--- config.mk ---
export PLATFORM = sky130hd
export DESIGN_NAME = ordered_list_engine
export DESIGN_NICKNAME = d
export VERILOG_FILES = /design/src/design/olist_pkg.sv /design/src/design/olist_cell.sv /design/src/design/olist_drain.sv /design/src/design/ordered_list_engine.sv
export SDC_FILE = /design/constraint.sdc
export NUM_CORES = 2
export LEC_CHECK = 0
export BUFFER_PORTS_ARGS = -buffer_cell sky130_fd_sc_hd__buf_4
export CORE_UTILIZATION = 45
export CTS_CLUSTER_DIAMETER = 100
export DETAILED_ROUTE_END_ITERATION = 8
export HOLD_SLACK_MARGIN = 0.1
export PLACE_DENSITY = 0.7
export SLEW_MARGIN = 25
export SYNTH_ARGS = -nofsm -noshare
export SYNTH_HDL_FRONTEND = slang
export SYNTH_HIERARCHICAL = 1
export SYNTH_SLANG_ARGS = --single-unit
export TNS_END_PERCENT = 50
--- constraint.sdc ---
create_clock -name clock -period 24.5 [get_ports clock]
set_input_delay 1.225 -clock clock [delete_from_list [all_inputs] [get_ports clock]]
set_output_delay 1.225 -clock clock [all_outputs]
set_load 0.005 [all_outputs]
--- src/design/olist_pkg.sv ---
// shared types, constants and codes of the ordered list engine
package olist_pkg;

   // field widths
   localparam int VALUE_W      = 32;
   localparam int CMD_W        = 3;
   localparam int POS_W        = 6;
   localparam int STATUS_W     = 2;
   localparam int MPOS_W       = 5;
   localparam int LEN_W        = 6;

   // sizing defaults
   localparam int CAPACITY_DEF = 32;
   localparam int MAX_OUT      = 32;

   // command codes
   localparam logic [CMD_W-1:0] CMD_APPEND = 3'd0;
   localparam logic [CMD_W-1:0] CMD_INSERT = 3'd1;
   localparam logic [CMD_W-1:0] CMD_REMOVE = 3'd2;
   localparam logic [CMD_W-1:0] CMD_SEARCH = 3'd3;
   localparam logic [CMD_W-1:0] CMD_CLEAR  = 3'd4;

   // status codes
   localparam logic [STATUS_W-1:0] ST_OK    = 2'd0;
   localparam logic [STATUS_W-1:0] ST_RANGE = 2'd1;
   localparam logic [STATUS_W-1:0] ST_FULL  = 2'd2;
   localparam logic [STATUS_W-1:0] ST_EMPTY = 2'd3;

   // input item
   typedef struct packed {
      logic [CMD_W-1:0]          command;
      logic signed [VALUE_W-1:0] value;
      logic [POS_W-1:0]          position;
   } req_type;

   // result item
   typedef struct packed {
      logic [STATUS_W-1:0] status;
      logic                found;
      logic [MPOS_W-1:0]   match_position;
      logic                last;
      logic [LEN_W-1:0]    length;
      logic                empty_res;
   } rsp_type;

   // action broadcast to the cell row
   typedef enum logic [1:0] {
      CELL_HOLD   = 2'd0,
      CELL_INSERT = 2'd1,
      CELL_REMOVE = 2'd2
   } cell_op_type;

   typedef struct packed {
      cell_op_type               op;
      logic signed [VALUE_W-1:0] value;
   } cell_ctl_type;

endpackage

--- src/design/olist_cell.sv ---
// one list entry: holds a value, shifts with its neighbors and compares
module olist_cell
   import olist_pkg::*;
#(
   parameter int CNT_W = 6,
   parameter int INDEX = 0
) (
   input  logic                      clock,
   input  cell_ctl_type              ctl,
   input  logic [CNT_W-1:0]          pos,
   input  logic [CNT_W-1:0]          count,
   input  logic signed [VALUE_W-1:0] left_data,
   input  logic signed [VALUE_W-1:0] right_data,
   output logic signed [VALUE_W-1:0] data,
   output logic                      match
);

   localparam logic [CNT_W-1:0] IDX      = CNT_W'(INDEX);
   localparam logic [CNT_W-1:0] IDX_NEXT = CNT_W'(INDEX + 1);

   logic signed [VALUE_W-1:0] data_ff;
   logic signed [VALUE_W-1:0] data_in;

   // pick own value, neighbor's value or the new value
   always_comb begin
      data_in = data_ff;
      case (ctl.op)
         CELL_INSERT: begin
            if (IDX == pos) begin
               data_in = ctl.value;
            end else if (IDX > pos && IDX <= count) begin
               data_in = left_data;
            end
         end
         CELL_REMOVE: begin
            if (IDX >= pos && IDX_NEXT < count) begin
               data_in = right_data;
            end
         end
         default: begin
            data_in = data_ff;
         end
      endcase
   end

   always_ff @(posedge clock) begin
      data_ff <= data_in;
   end

   // live entry equal to the searched value
   assign data  = data_ff;
   assign match = (IDX < count) && (data_ff == ctl.value);

endmodule

--- src/design/olist_drain.sv ---
// walks the captured match flags and hands out one position per cycle while step is high
module olist_drain
   import olist_pkg::*;
#(
   parameter int CAPACITY = CAPACITY_DEF
) (
   input  logic                        clock,
   input  logic                        reset,
   input  logic                        load,
   input  logic                        step,
   input  logic [CAPACITY-1:0]         match_vec,
   output logic [$clog2(CAPACITY)-1:0] cur_pos,
   output logic                        cur_last
);

   localparam int IDX_W = $clog2(CAPACITY);
   localparam int OUT_W = $clog2(MAX_OUT);
   localparam logic [OUT_W-1:0] OUT_LAST = OUT_W'(MAX_OUT - 1);

   logic [CAPACITY-1:0] pend_ff;
   logic [CAPACITY-1:0] pend_in;
   logic [OUT_W-1:0]    emit_ff;
   logic [OUT_W-1:0]    emit_in;
   logic [CAPACITY-1:0] low_bit;
   logic [CAPACITY-1:0] rest;

   // isolate the lowest pending match
   assign low_bit = pend_ff & (~pend_ff + {{(CAPACITY-1){1'b0}}, 1'b1});
   assign rest    = pend_ff & ~low_bit;

   // encode the one-hot position
   always_comb begin
      cur_pos = '0;
      for (int i = 0; i < CAPACITY; i++) begin
         if (low_bit[i]) begin
            cur_pos = cur_pos | IDX_W'(i);
         end
      end
   end

   assign cur_last = (rest == '0) || (emit_ff == OUT_LAST);

   // pending flags and emitted count
   always_comb begin
      pend_in = pend_ff;
      emit_in = emit_ff;
      if (load) begin
         pend_in = match_vec;
         emit_in = '0;
      end else if (step) begin
         pend_in = cur_last ? '0 : rest;
         emit_in = emit_ff + OUT_W'(1);
      end
   end

   always_ff @(posedge clock) begin
      if (reset) begin
         pend_ff <= '0;
         emit_ff <= '0;
      end else begin
         pend_ff <= pend_in;
         emit_ff <= emit_in;
      end
   end

endmodule

--- src/design/ordered_list_engine.sv ---
// ordered list engine: one item per command, a row of cells holds the list
// results come from the result register, loaded in exec or drain; busy is high outside idle
// a command is taken only in idle, after the last is done; a search drains its matches
// each command makes a single shift or compare pass in the cell row in the exec state
// reset clears the entry count and control; stored values need no reset
// results cannot be stalled: each strobes for exactly one cycle
module ordered_list_engine
   import olist_pkg::*;
#(
   parameter int CAPACITY = CAPACITY_DEF
) (
   input  logic    clock,
   input  logic    reset,
   input  logic    start,
   output logic    busy,
   input  req_type req_item,
   output logic    rsp_strobe,
   output rsp_type rsp_item
);

   localparam int CNT_W = $clog2(CAPACITY + 1);
   localparam int IDX_W = $clog2(CAPACITY);
   localparam int CMP_W = (CNT_W > POS_W) ? CNT_W : POS_W;
   localparam logic [CMP_W-1:0] CAP_C = CMP_W'(CAPACITY);

   typedef enum logic [2:0] {
      S_IDLE  = 3'b001,
      S_EXEC  = 3'b010,
      S_DRAIN = 3'b100
   } state_type;

   state_type           state_ff, state_in;
   req_type             req_ff, req_in;
   logic [CNT_W-1:0]    count_ff, count_in;
   rsp_type             rsp_ff, rsp_in;
   logic                rsp_valid_ff, rsp_valid_in;

   cell_ctl_type        cell_ctl;
   logic [CNT_W-1:0]    cell_pos;
   logic signed [VALUE_W-1:0] cell_data [CAPACITY];
   logic [CAPACITY-1:0] match_vec;

   logic [CMP_W-1:0]    cnt_c, pos_c, ins_pos;
   logic                drain_load, drain_step, drain_last;
   logic [IDX_W-1:0]    drain_pos;

   assign busy    = (state_ff != S_IDLE);
   assign cnt_c   = CMP_W'(count_ff);
   assign pos_c   = CMP_W'(req_ff.position);
   assign ins_pos = (req_ff.command == CMD_APPEND) ? cnt_c : pos_c;

   // row of cells
   for (genvar g = 0; g < CAPACITY; g++) begin : g_cell
      logic signed [VALUE_W-1:0] left_d, right_d;
      if (g == 0) begin : g_head
         assign left_d = '0;
      end else begin : g_body
         assign left_d = cell_data[g-1];
      end
      if (g == CAPACITY - 1) begin : g_tail
         assign right_d = '0;
      end else begin : g_inner
         assign right_d = cell_data[g+1];
      end
      olist_cell #(
         .CNT_W (CNT_W),
         .INDEX (g)
      ) u_cell (
         .clock      (clock),
         .ctl        (cell_ctl),
         .pos        (cell_pos),
         .count      (count_ff),
         .left_data  (left_d),
         .right_data (right_d),
         .data       (cell_data[g]),
         .match      (match_vec[g])
      );
   end

   // match walker for search
   olist_drain #(
      .CAPACITY (CAPACITY)
   ) u_drain (
      .clock     (clock),
      .reset     (reset),
      .load      (drain_load),
      .step      (drain_step),
      .match_vec (match_vec),
      .cur_pos   (drain_pos),
      .cur_last  (drain_last)
   );

   // command decode, cell control and result
   always_comb begin
      state_in      = state_ff;
      req_in        = req_ff;
      count_in      = count_ff;
      rsp_valid_in  = 1'b0;
      rsp_in        = rsp_ff;
      cell_ctl.op   = CELL_HOLD;
      cell_ctl.value = req_ff.value;
      cell_pos      = CNT_W'(ins_pos);
      drain_load    = 1'b0;
      drain_step    = 1'b0;

      case (state_ff)
         S_IDLE: begin
            if (start) begin
               req_in   = req_item;
               state_in = S_EXEC;
            end
         end
         S_EXEC: begin
            rsp_valid_in          = 1'b1;
            rsp_in.status         = ST_OK;
            rsp_in.found          = 1'b0;
            rsp_in.match_position = '0;
            rsp_in.last           = 1'b1;
            state_in              = S_IDLE;
            case (req_ff.command)
               CMD_APPEND, CMD_INSERT: begin
                  if (cnt_c >= CAP_C) begin
                     rsp_in.status = ST_FULL;
                  end else if (ins_pos > cnt_c) begin
                     rsp_in.status = ST_RANGE;
                  end else begin
                     cell_ctl.op = CELL_INSERT;
                     count_in    = count_ff + CNT_W'(1);
                  end
               end
               CMD_REMOVE: begin
                  cell_pos = CNT_W'(pos_c);
                  if (pos_c >= cnt_c) begin
                     rsp_in.status = ST_RANGE;
                  end else begin
                     cell_ctl.op = CELL_REMOVE;
                     count_in    = count_ff - CNT_W'(1);
                  end
               end
               CMD_SEARCH: begin
                  if (count_ff == '0) begin
                     rsp_in.status = ST_EMPTY;
                  end else if (match_vec != '0) begin
                     drain_load   = 1'b1;
                     rsp_valid_in = 1'b0;
                     state_in     = S_DRAIN;
                  end
               end
               CMD_CLEAR: begin
                  count_in = '0;
               end
               default: begin
                  rsp_in.status = ST_OK;
               end
            endcase
         end
         S_DRAIN: begin
            drain_step            = 1'b1;
            rsp_valid_in          = 1'b1;
            rsp_in.status         = ST_OK;
            rsp_in.found          = 1'b1;
            rsp_in.match_position = MPOS_W'(drain_pos);
            rsp_in.last           = drain_last;
            if (drain_last) begin
               state_in = S_IDLE;
            end
         end
         default: begin
            state_in = S_IDLE;
         end
      endcase

      rsp_in.length    = LEN_W'(count_in);
      rsp_in.empty_res = (count_in == '0);
   end

   // control registers
   always_ff @(posedge clock) begin
      if (reset) begin
         state_ff     <= S_IDLE;
         count_ff     <= '0;
         rsp_valid_ff <= 1'b0;
      end else begin
         state_ff     <= state_in;
         count_ff     <= count_in;
         rsp_valid_ff <= rsp_valid_in;
      end
   end

   // payload registers
   always_ff @(posedge clock) begin
      req_ff <= req_in;
      rsp_ff <= rsp_in;
   end

   assign rsp_strobe = rsp_valid_ff;
   assign rsp_item   = rsp_ff;

`ifndef NO_ASSERTIONS
   // a result only follows a cycle of work
   assert property (@(posedge clock) disable iff (reset)
      rsp_strobe |-> $past(busy))
      else $error("result strobe without preceding work");

   // the entry count stays within the cell row
   assert property (@(posedge clock) disable iff (reset)
      CMP_W'(count_ff) <= CAP_C)
      else $error("entry count beyond capacity");

   // more results to come means the engine is still draining
   assert property (@(posedge clock) disable iff (reset)
      rsp_strobe && !rsp_item.last |-> busy && state_ff == S_DRAIN)
      else $error("non-final result while not draining");

   // a match is always reported with ok status
   assert property (@(posedge clock) disable iff (reset)
      rsp_strobe && rsp_item.found |-> rsp_item.status == ST_OK)
      else $error("match reported with error status");
`endif

endmodule
# Word-level counts from Yosys, hierarchy flattened
# Index checks and enable logic that the tools add are counted.
# op_classes
bitwise_logic	4
addsub	4
n_eq_ne	140
n_reduce_logical	142
order_cmp	132
muxes	376
# op_table
operator	n
$mux 32	228
$pmux 32 s2	32
$eq 32x32->1	32
$ne 3x1->1 const B	33
$eq 5x6->1 const A	16
$ge 5x6->1 const A	16
$gt 5x6->1 const A	16
$le 5x6->1 const A	16
$logic_and 1x1->1	96
$lt 5x6->1 const A	16
$mux 6	16
$reduce_and 3->1	32
$mux 5	18
$mux 41	2
$and 32x32->32	2
$ne 2x1->1 const B	32
$not 32->32	2
$mux 3	17
$mux 2	25
$eq 4x6->1 const A	8
$ge 4x6->1 const A	8
$gt 4x6->1 const A	8
$le 4x6->1 const A	8
$lt 4x6->1 const A	8
46 further kinds	111
# word_totals
wordCells	844
regBits	1128

# Depth between registers and ports, before layout
# depth
ltp_word	35
depth_mapped	17
mapped_depth_nobuf	14

# Cells and area by module
# Netlist, hierarchy kept.
# modules_own_cells
mod	instances	cells_each	area_per_inst_um2
olist_cell at g_cell[22].u_cell ...	2	194	2082.0
olist_cell at g_cell[27].u_cell ...	2	193	2072.0
ordered_list_engine	1	239	3020.4
olist_drain	1	321	2407.3
olist_cell at g_cell[11].u_cell	1	194	2130.8
olist_cell at g_cell[17].u_cell	1	196	2129.5
olist_cell at g_cell[31].u_cell	1	194	2120.8
olist_cell at g_cell[19].u_cell	1	194	2119.5
olist_cell at g_cell[18].u_cell	1	196	2113.3
olist_cell at g_cell[20].u_cell	1	198	2113.3
olist_cell at g_cell[21].u_cell	1	198	2112.0
olist_cell at g_cell[6].u_cell	1	192	2104.5
olist_cell at g_cell[5].u_cell	1	195	2103.3
olist_cell at g_cell[15].u_cell	1	194	2100.8
+18 rows	--	--	--

# Worst setup path before layout
# Ideal clock, no wire load.
# synth_timing
path_type	register to register
start	register req_ff[40] (netlist bit)
end	register g_cell[25].u_cell.data_ff[0], enable pin
arrival_time_ns	14.848
setup_slack_ns	9.058
stages_incl_launch_ff	14
cell_sequence	edfxtp_1 or2_2 nor2_1 clkbuf_1 o21ai_0 inv_1 ha_1 nand2_1 nor3_1 a41oi_1 nor3_1 nor2b_1 a21oi_1 a2111oi_0
# synth_between
word_cells_on_any_way	30
# synth_lines
element	line_no	source
start, declared	ordered_list_engine.sv:33	req_type req_ff, req_in;
start signal, assigned	ordered_list_engine.sv:192	req_ff <= req_in;
$logic_not 3->1	ordered_list_engine.sv:50	assign ins_pos = (req_ff.command == CMD_APPEND) ? cnt_c : pos_c;
$mux 6	ordered_list_engine.sv:50	
$mux 6	ordered_list_engine.sv:120	case (req_ff.command)
$mux 6	ordered_list_engine.sv:106	case (state_ff)
$mux 6 *	ordered_list_engine.sv:106	
net cell_pos[0]	ordered_list_engine.sv:39	logic [CNT_W-1:0] cell_pos;
$gt 5x6->1 / $ge 5x6->1 (equally long branches)	olist_cell.sv:31, olist_cell.sv:36	
$logic_and 1x1->1, on equally long branches	olist_cell.sv:31, olist_cell.sv:36	
$ne 3x1->1 (no source line) / $ne 2x1->1 (equally long branches)	--	
$reduce_and 3->1 (no source line) *	--	
end signal, assigned	olist_cell.sv:47	data_ff <= data_in;
end, declared	olist_cell.sv:21	logic signed [VALUE_W-1:0] data_ff;
# The timed path passes the listed nets; every way through them passes the cells marked *. The select of a mux whose other input is x is not followed.
# A chain may end at the register's enable or synchronous reset.

# Final worst setup path
# layout_timing
start	register req_ff (netlist bit cell_ctl[7])
end	register u_drain.pend_ff[2]
# layout_between
elab_chain_cells	14
word_cells_on_any_way	77
# layout_rtl
element	line_no	source
$eq 32x32->1 *	olist_cell.sv:52	assign match = (IDX < count) && (data_ff == ctl.value);
$logic_and 1x1->1 *	olist_cell.sv:52	
net match_vec[3]	ordered_list_engine.sv:41	logic [CAPACITY-1:0] match_vec;
$reduce_bool 32->1 *	ordered_list_engine.sv:143	end else if (match_vec != '0) begin
$mux 1 *	ordered_list_engine.sv:143	
$mux 1 *	ordered_list_engine.sv:141	if (count_ff == '0) begin
$mux 1 *	ordered_list_engine.sv:120	
$mux 1 *	ordered_list_engine.sv:106	
$mux 1 *	ordered_list_engine.sv:141	
$mux 1 *	ordered_list_engine.sv:120	
$mux 1 *	ordered_list_engine.sv:106	
$mux 1 *	ordered_list_engine.sv:120	
$mux 1 * (2 in a row)	ordered_list_engine.sv:106	
net drain_load	ordered_list_engine.sv:44	logic drain_load, drain_step, drain_last;
$mux 32 / $reduce_bool 2->1 (equally long branches)	--	
end signal, assigned	olist_drain.sv:61	pend_ff <= pend_in;
end, declared	olist_drain.sv:20	logic [CAPACITY-1:0] pend_ff;
# Marks and branches as above.

==> key figures <==
Critical path
  • CP max FO: 35
  • Slowest-stage cell, CP: nor4_2
  • Data required time of the worst path: 25180 ps
  • Nature of the critical path endpoint: flip-flop
  • CP max stage delay: 930 ps
  • Worst path top cell family by delay: simple AND/OR/NAND/NOR gates
  • Worst path bufs/invs: 3
  • Crit-path cells: buf_4 -> buf_4 -> xor2_1 -> nor4_1 -> nand4_1 -> nor4_2 -> nor4_1 -> nand4_1 -> o21ai_0 -> or3_1 -> inv_1 -> nor2b_2 -> a22oi_1 -> o21ai_0
  • Setup CP Type: reg2reg
  • CP Launch Type: flip-flop
  • Worst Path Arrival: 7000 ps

Route
  • Met1 Routed Length: 103600 um
  • DRC viols: 0
  • Final WL: 262700 um
  • Iter 0 DRT Violations: 8753
  • Met3 WL: 30850 um
  • Drt wl/cell: 28.99 um
  • Drt pass-1 iters: 7
  • Top Layer Used: met5
  • Via Count: 58.00k
  • Routed met2 length: 112700 um
  • Remaining antenna violation count: 0
  • Via-to-Cell Ratio: 6.399

Timing
  • Hold Vio Cnt, Final: 0
  • PnR worst setup slack: 18180 ps
  • Fin Setup TNS: 0 ps
  • Clock Skews: 33.44 ps
  • Max-slew headroom: 0.2024
  • Actual slew at the worst max-slew pin: 1187 ps
  • Final min period: 6317 ps
  • Slew Viols, Final: 0
  • Crit share post-route: 0.2578
  • Endpoints failing setup: 0
  • Fmax: 158.3 MHz
  • RSZ-0062 raised after global routing: false

Hold path
  • Hold WC Path Type: reg2reg

Global route
  • Initial antenna violation count: 5
  • Global Route Usage Sum: 0.3142
  • Total gr overflow: 0
  • Largest net degree at the start of global routing: 79
  • Vias in the first global route: 55.98k
  • Global-route wire length before repair: 381400 um

CTS
  • CTS tree: yes
  • Post-CTS Hold Buffers: 0
  • Clk sink count: 1128
  • # Post-CTS Setup Buffers: 0
  • Clk buf depth: 3
  • Clock Latency Late Sink: 780 ps
  • Cts bufs inserted: 136
  • Clock root buffer: clkbuf_16
  • Clock slew at reported path FFs: 60 ps
  • CTS resizes: 0
  • CTS H-tree depth: 4

Logic synthesis
  • Async SR Flop Fraction: 0
  • Mux contribution to synthesized area: 0.1398
  • Area share of fa/ha/maj cells after synthesis: 0.003534
  • Most area-consuming cells after synthesis: edfxtp_1, mux2i_1, xor2_1
  • Syn Inst Count: 6826
  • Commonest cells in the netlist: nand2_1, edfxtp_1, mux2i_1
  • Top FF cell, synth: edfxtp_1
  • Synth top area share: 0.4465
  • Post-synth cell types: 113
  • Seq cells post-synth: 1128
  • Post-Synth Simple-Gate Area: 0.1272
  • Dominant cell by count in the synthesized netlist: nand2_1
  • Area leader, netlist: edfxtp_1
  • Number of synthesized flops with an enable pin: 1074
  • Post-Synth XOR/XNOR Area: 0.1247
  • Ys Warns: 6
  • Largest family of logic cells by synthesized area: multiplexers
  • Mapped cell area: 72220 um^2
  • Synthesized-area fraction occupied by ao, oa, aoi and oai cells: 0.1061
  • Fraction of the yosys area taken by sequential cells: 0.4615
  • Synth Area per Inst: 10.58 um^2

Floorplanning
  • Die area: 162100 um^2
  • Rows: 146
  • IO Count: 62
  • Starting Density: 0.4544
  • CORE AREA: 158900 um^2
  • Chip Height: 402.6 um
  • Die Wd: 402.6 um

Placed design
  • Post-DP HPWL: 172700 um
  • GP Congestion: 0.9788
  • Input/output buffers: 61
  • Pre-CTS WS: 18400 ps

Final layout
  • Final nets: 6953
  • Layout cell share with drive strength beyond 1: 0.09270
  • Area grow syn2layout: 9.599%
  • Final core occ: 0.4981

Pwr
  • Pwr Density: 55.48 nW/um^2
  • LEAKAGE: 29.18 nW
  • IR drop worst, VDD: 71.78 uV

Run status
  • Status: complete, no violations

Job
  • Max_cap viols: 0
final timing paths:
path / startpoint / endpoint / slack, ps / depth (start not counted)
setup / recovery: cell_ctl[7] / u_drain/pend_ff[2] / 18180 / 14
setup reg to reg: cell_ctl[7] / u_drain/pend_ff[2] / 18180 / 14
hold reg to reg: u_drain/emit_ff[4] / u_drain/emit_ff[4] / 510 / 2
hold / removal: u_drain/emit_ff[4] / u_drain/emit_ff[4] / 510 / 2
state kept, by name, indices dropped and copies added (netlist names):
register / count
state_ff: 3
u_drain/pend_ff: 32
pos_c: 6
cell_ctl: 32
cnt_c: 6
rsp_item: 16
u_drain/emit_ff: 5
g_cell.u_cell/data: 1024
req_ff: 3
rsp_strobe: 1
area by class of cell:
| class | instances | area (um^2) |
|---|---|---|
| clock inverter | 57 | 416.7 |
| timing repair buffer | 227 | 1922 |
| antenna | 2 | 5.005 |
| fill | 14240 | 79770 |
| tap | 2072 | 2592 |
| multi-input combinational | 5355 | 36990 |
| inverter | 44 | 165.2 |
| clock buffer | 179 | 3714 |
| sequential | 1128 | 33350 |
power breakdown:
group | switching [W] | internal [W] | leakage [nW] | total [W]
Combinational | 0.000246 | 0.000106 | 17.0 | 0.000352
Sequential | 0.00000377 | 0.00209 | 10.1 | 0.00210
Clock | 0.000845 | 0.00110 | 2.02 | 0.00194
logic make-up after synthesis:
| logic type | Yosys count |
|---|---|
| DFF | 1128 |
| adders and majority gates | 21 |
| AOI/OAI and AO/OA | 1347 |
| muxes | 1007 |
| buffers and inverters | 406 |
| and+or+nand+nor | 1888 |
| xor gates and xnor gates | 1028 |
| other | 1 |
stage by stage:
step | area, um^2 | hold slack, ps | instances | power [W]
floorplan | 72460 | 467.3 | 6889 | 0.002351
global placement | 74880 | 478.8 | 8822 | 0.002471
detailed placement | 74950 | 496.3 | 8824 | 0.002474
CTS | 79080 | 510.4 | 9060 | 0.004397
global route | 79150 | 545.0 | 9062 | 0.004488
finish | 79160 | 511.3 | 9064 | 0.004391
layout by cell type, fill, tap and decap left out, types with 20 or more instances in the layout:
cell,instances
a21oi_1,69
a22oi_1,22
a31oi_1,46
buf_4,212
clkbuf_1,36
clkbuf_16,143
clkinv_1,25
conb_1,64
dfxtp_1,48
edfxtp_1,1074
inv_1,43
mux2i_1,996
nand2_1,1122
nand3_1,53
nand4_1,100
nor2_1,102
nor2b_1,22
nor2b_4,27
nor3_1,57
nor4_1,227
nor4_2,20
o21ai_0,324
o21ai_1,664
o21ai_2,68
xnor2_1,186
xor2_1,842
per-layer routing:
| layer | track usage | vias to the layer above |
|---|---|---|
| li1 | - | 25070 |
| met5 | 0 | - |
| met4 | 0.1659 | 2 |
| met1 | 0.4295 | 28060 |
| met2 | 0.4649 | 4089 |
| met3 | 0.06896 | 780 |
worst register-to-register path: stages (launching register included):
cell	delay, ps
edfxtp_1	320
buf_4	460
buf_4	680
xor2_1	280
nor4_1	670
nand4_1	210
nor4_2	930
nor4_1	110
nand4_1	240
o21ai_0	170
or3_1	400
inv_1	620
nor2b_2	850
a22oi_1	200
o21ai_0	120
Power figures use the tool's default switching activity.
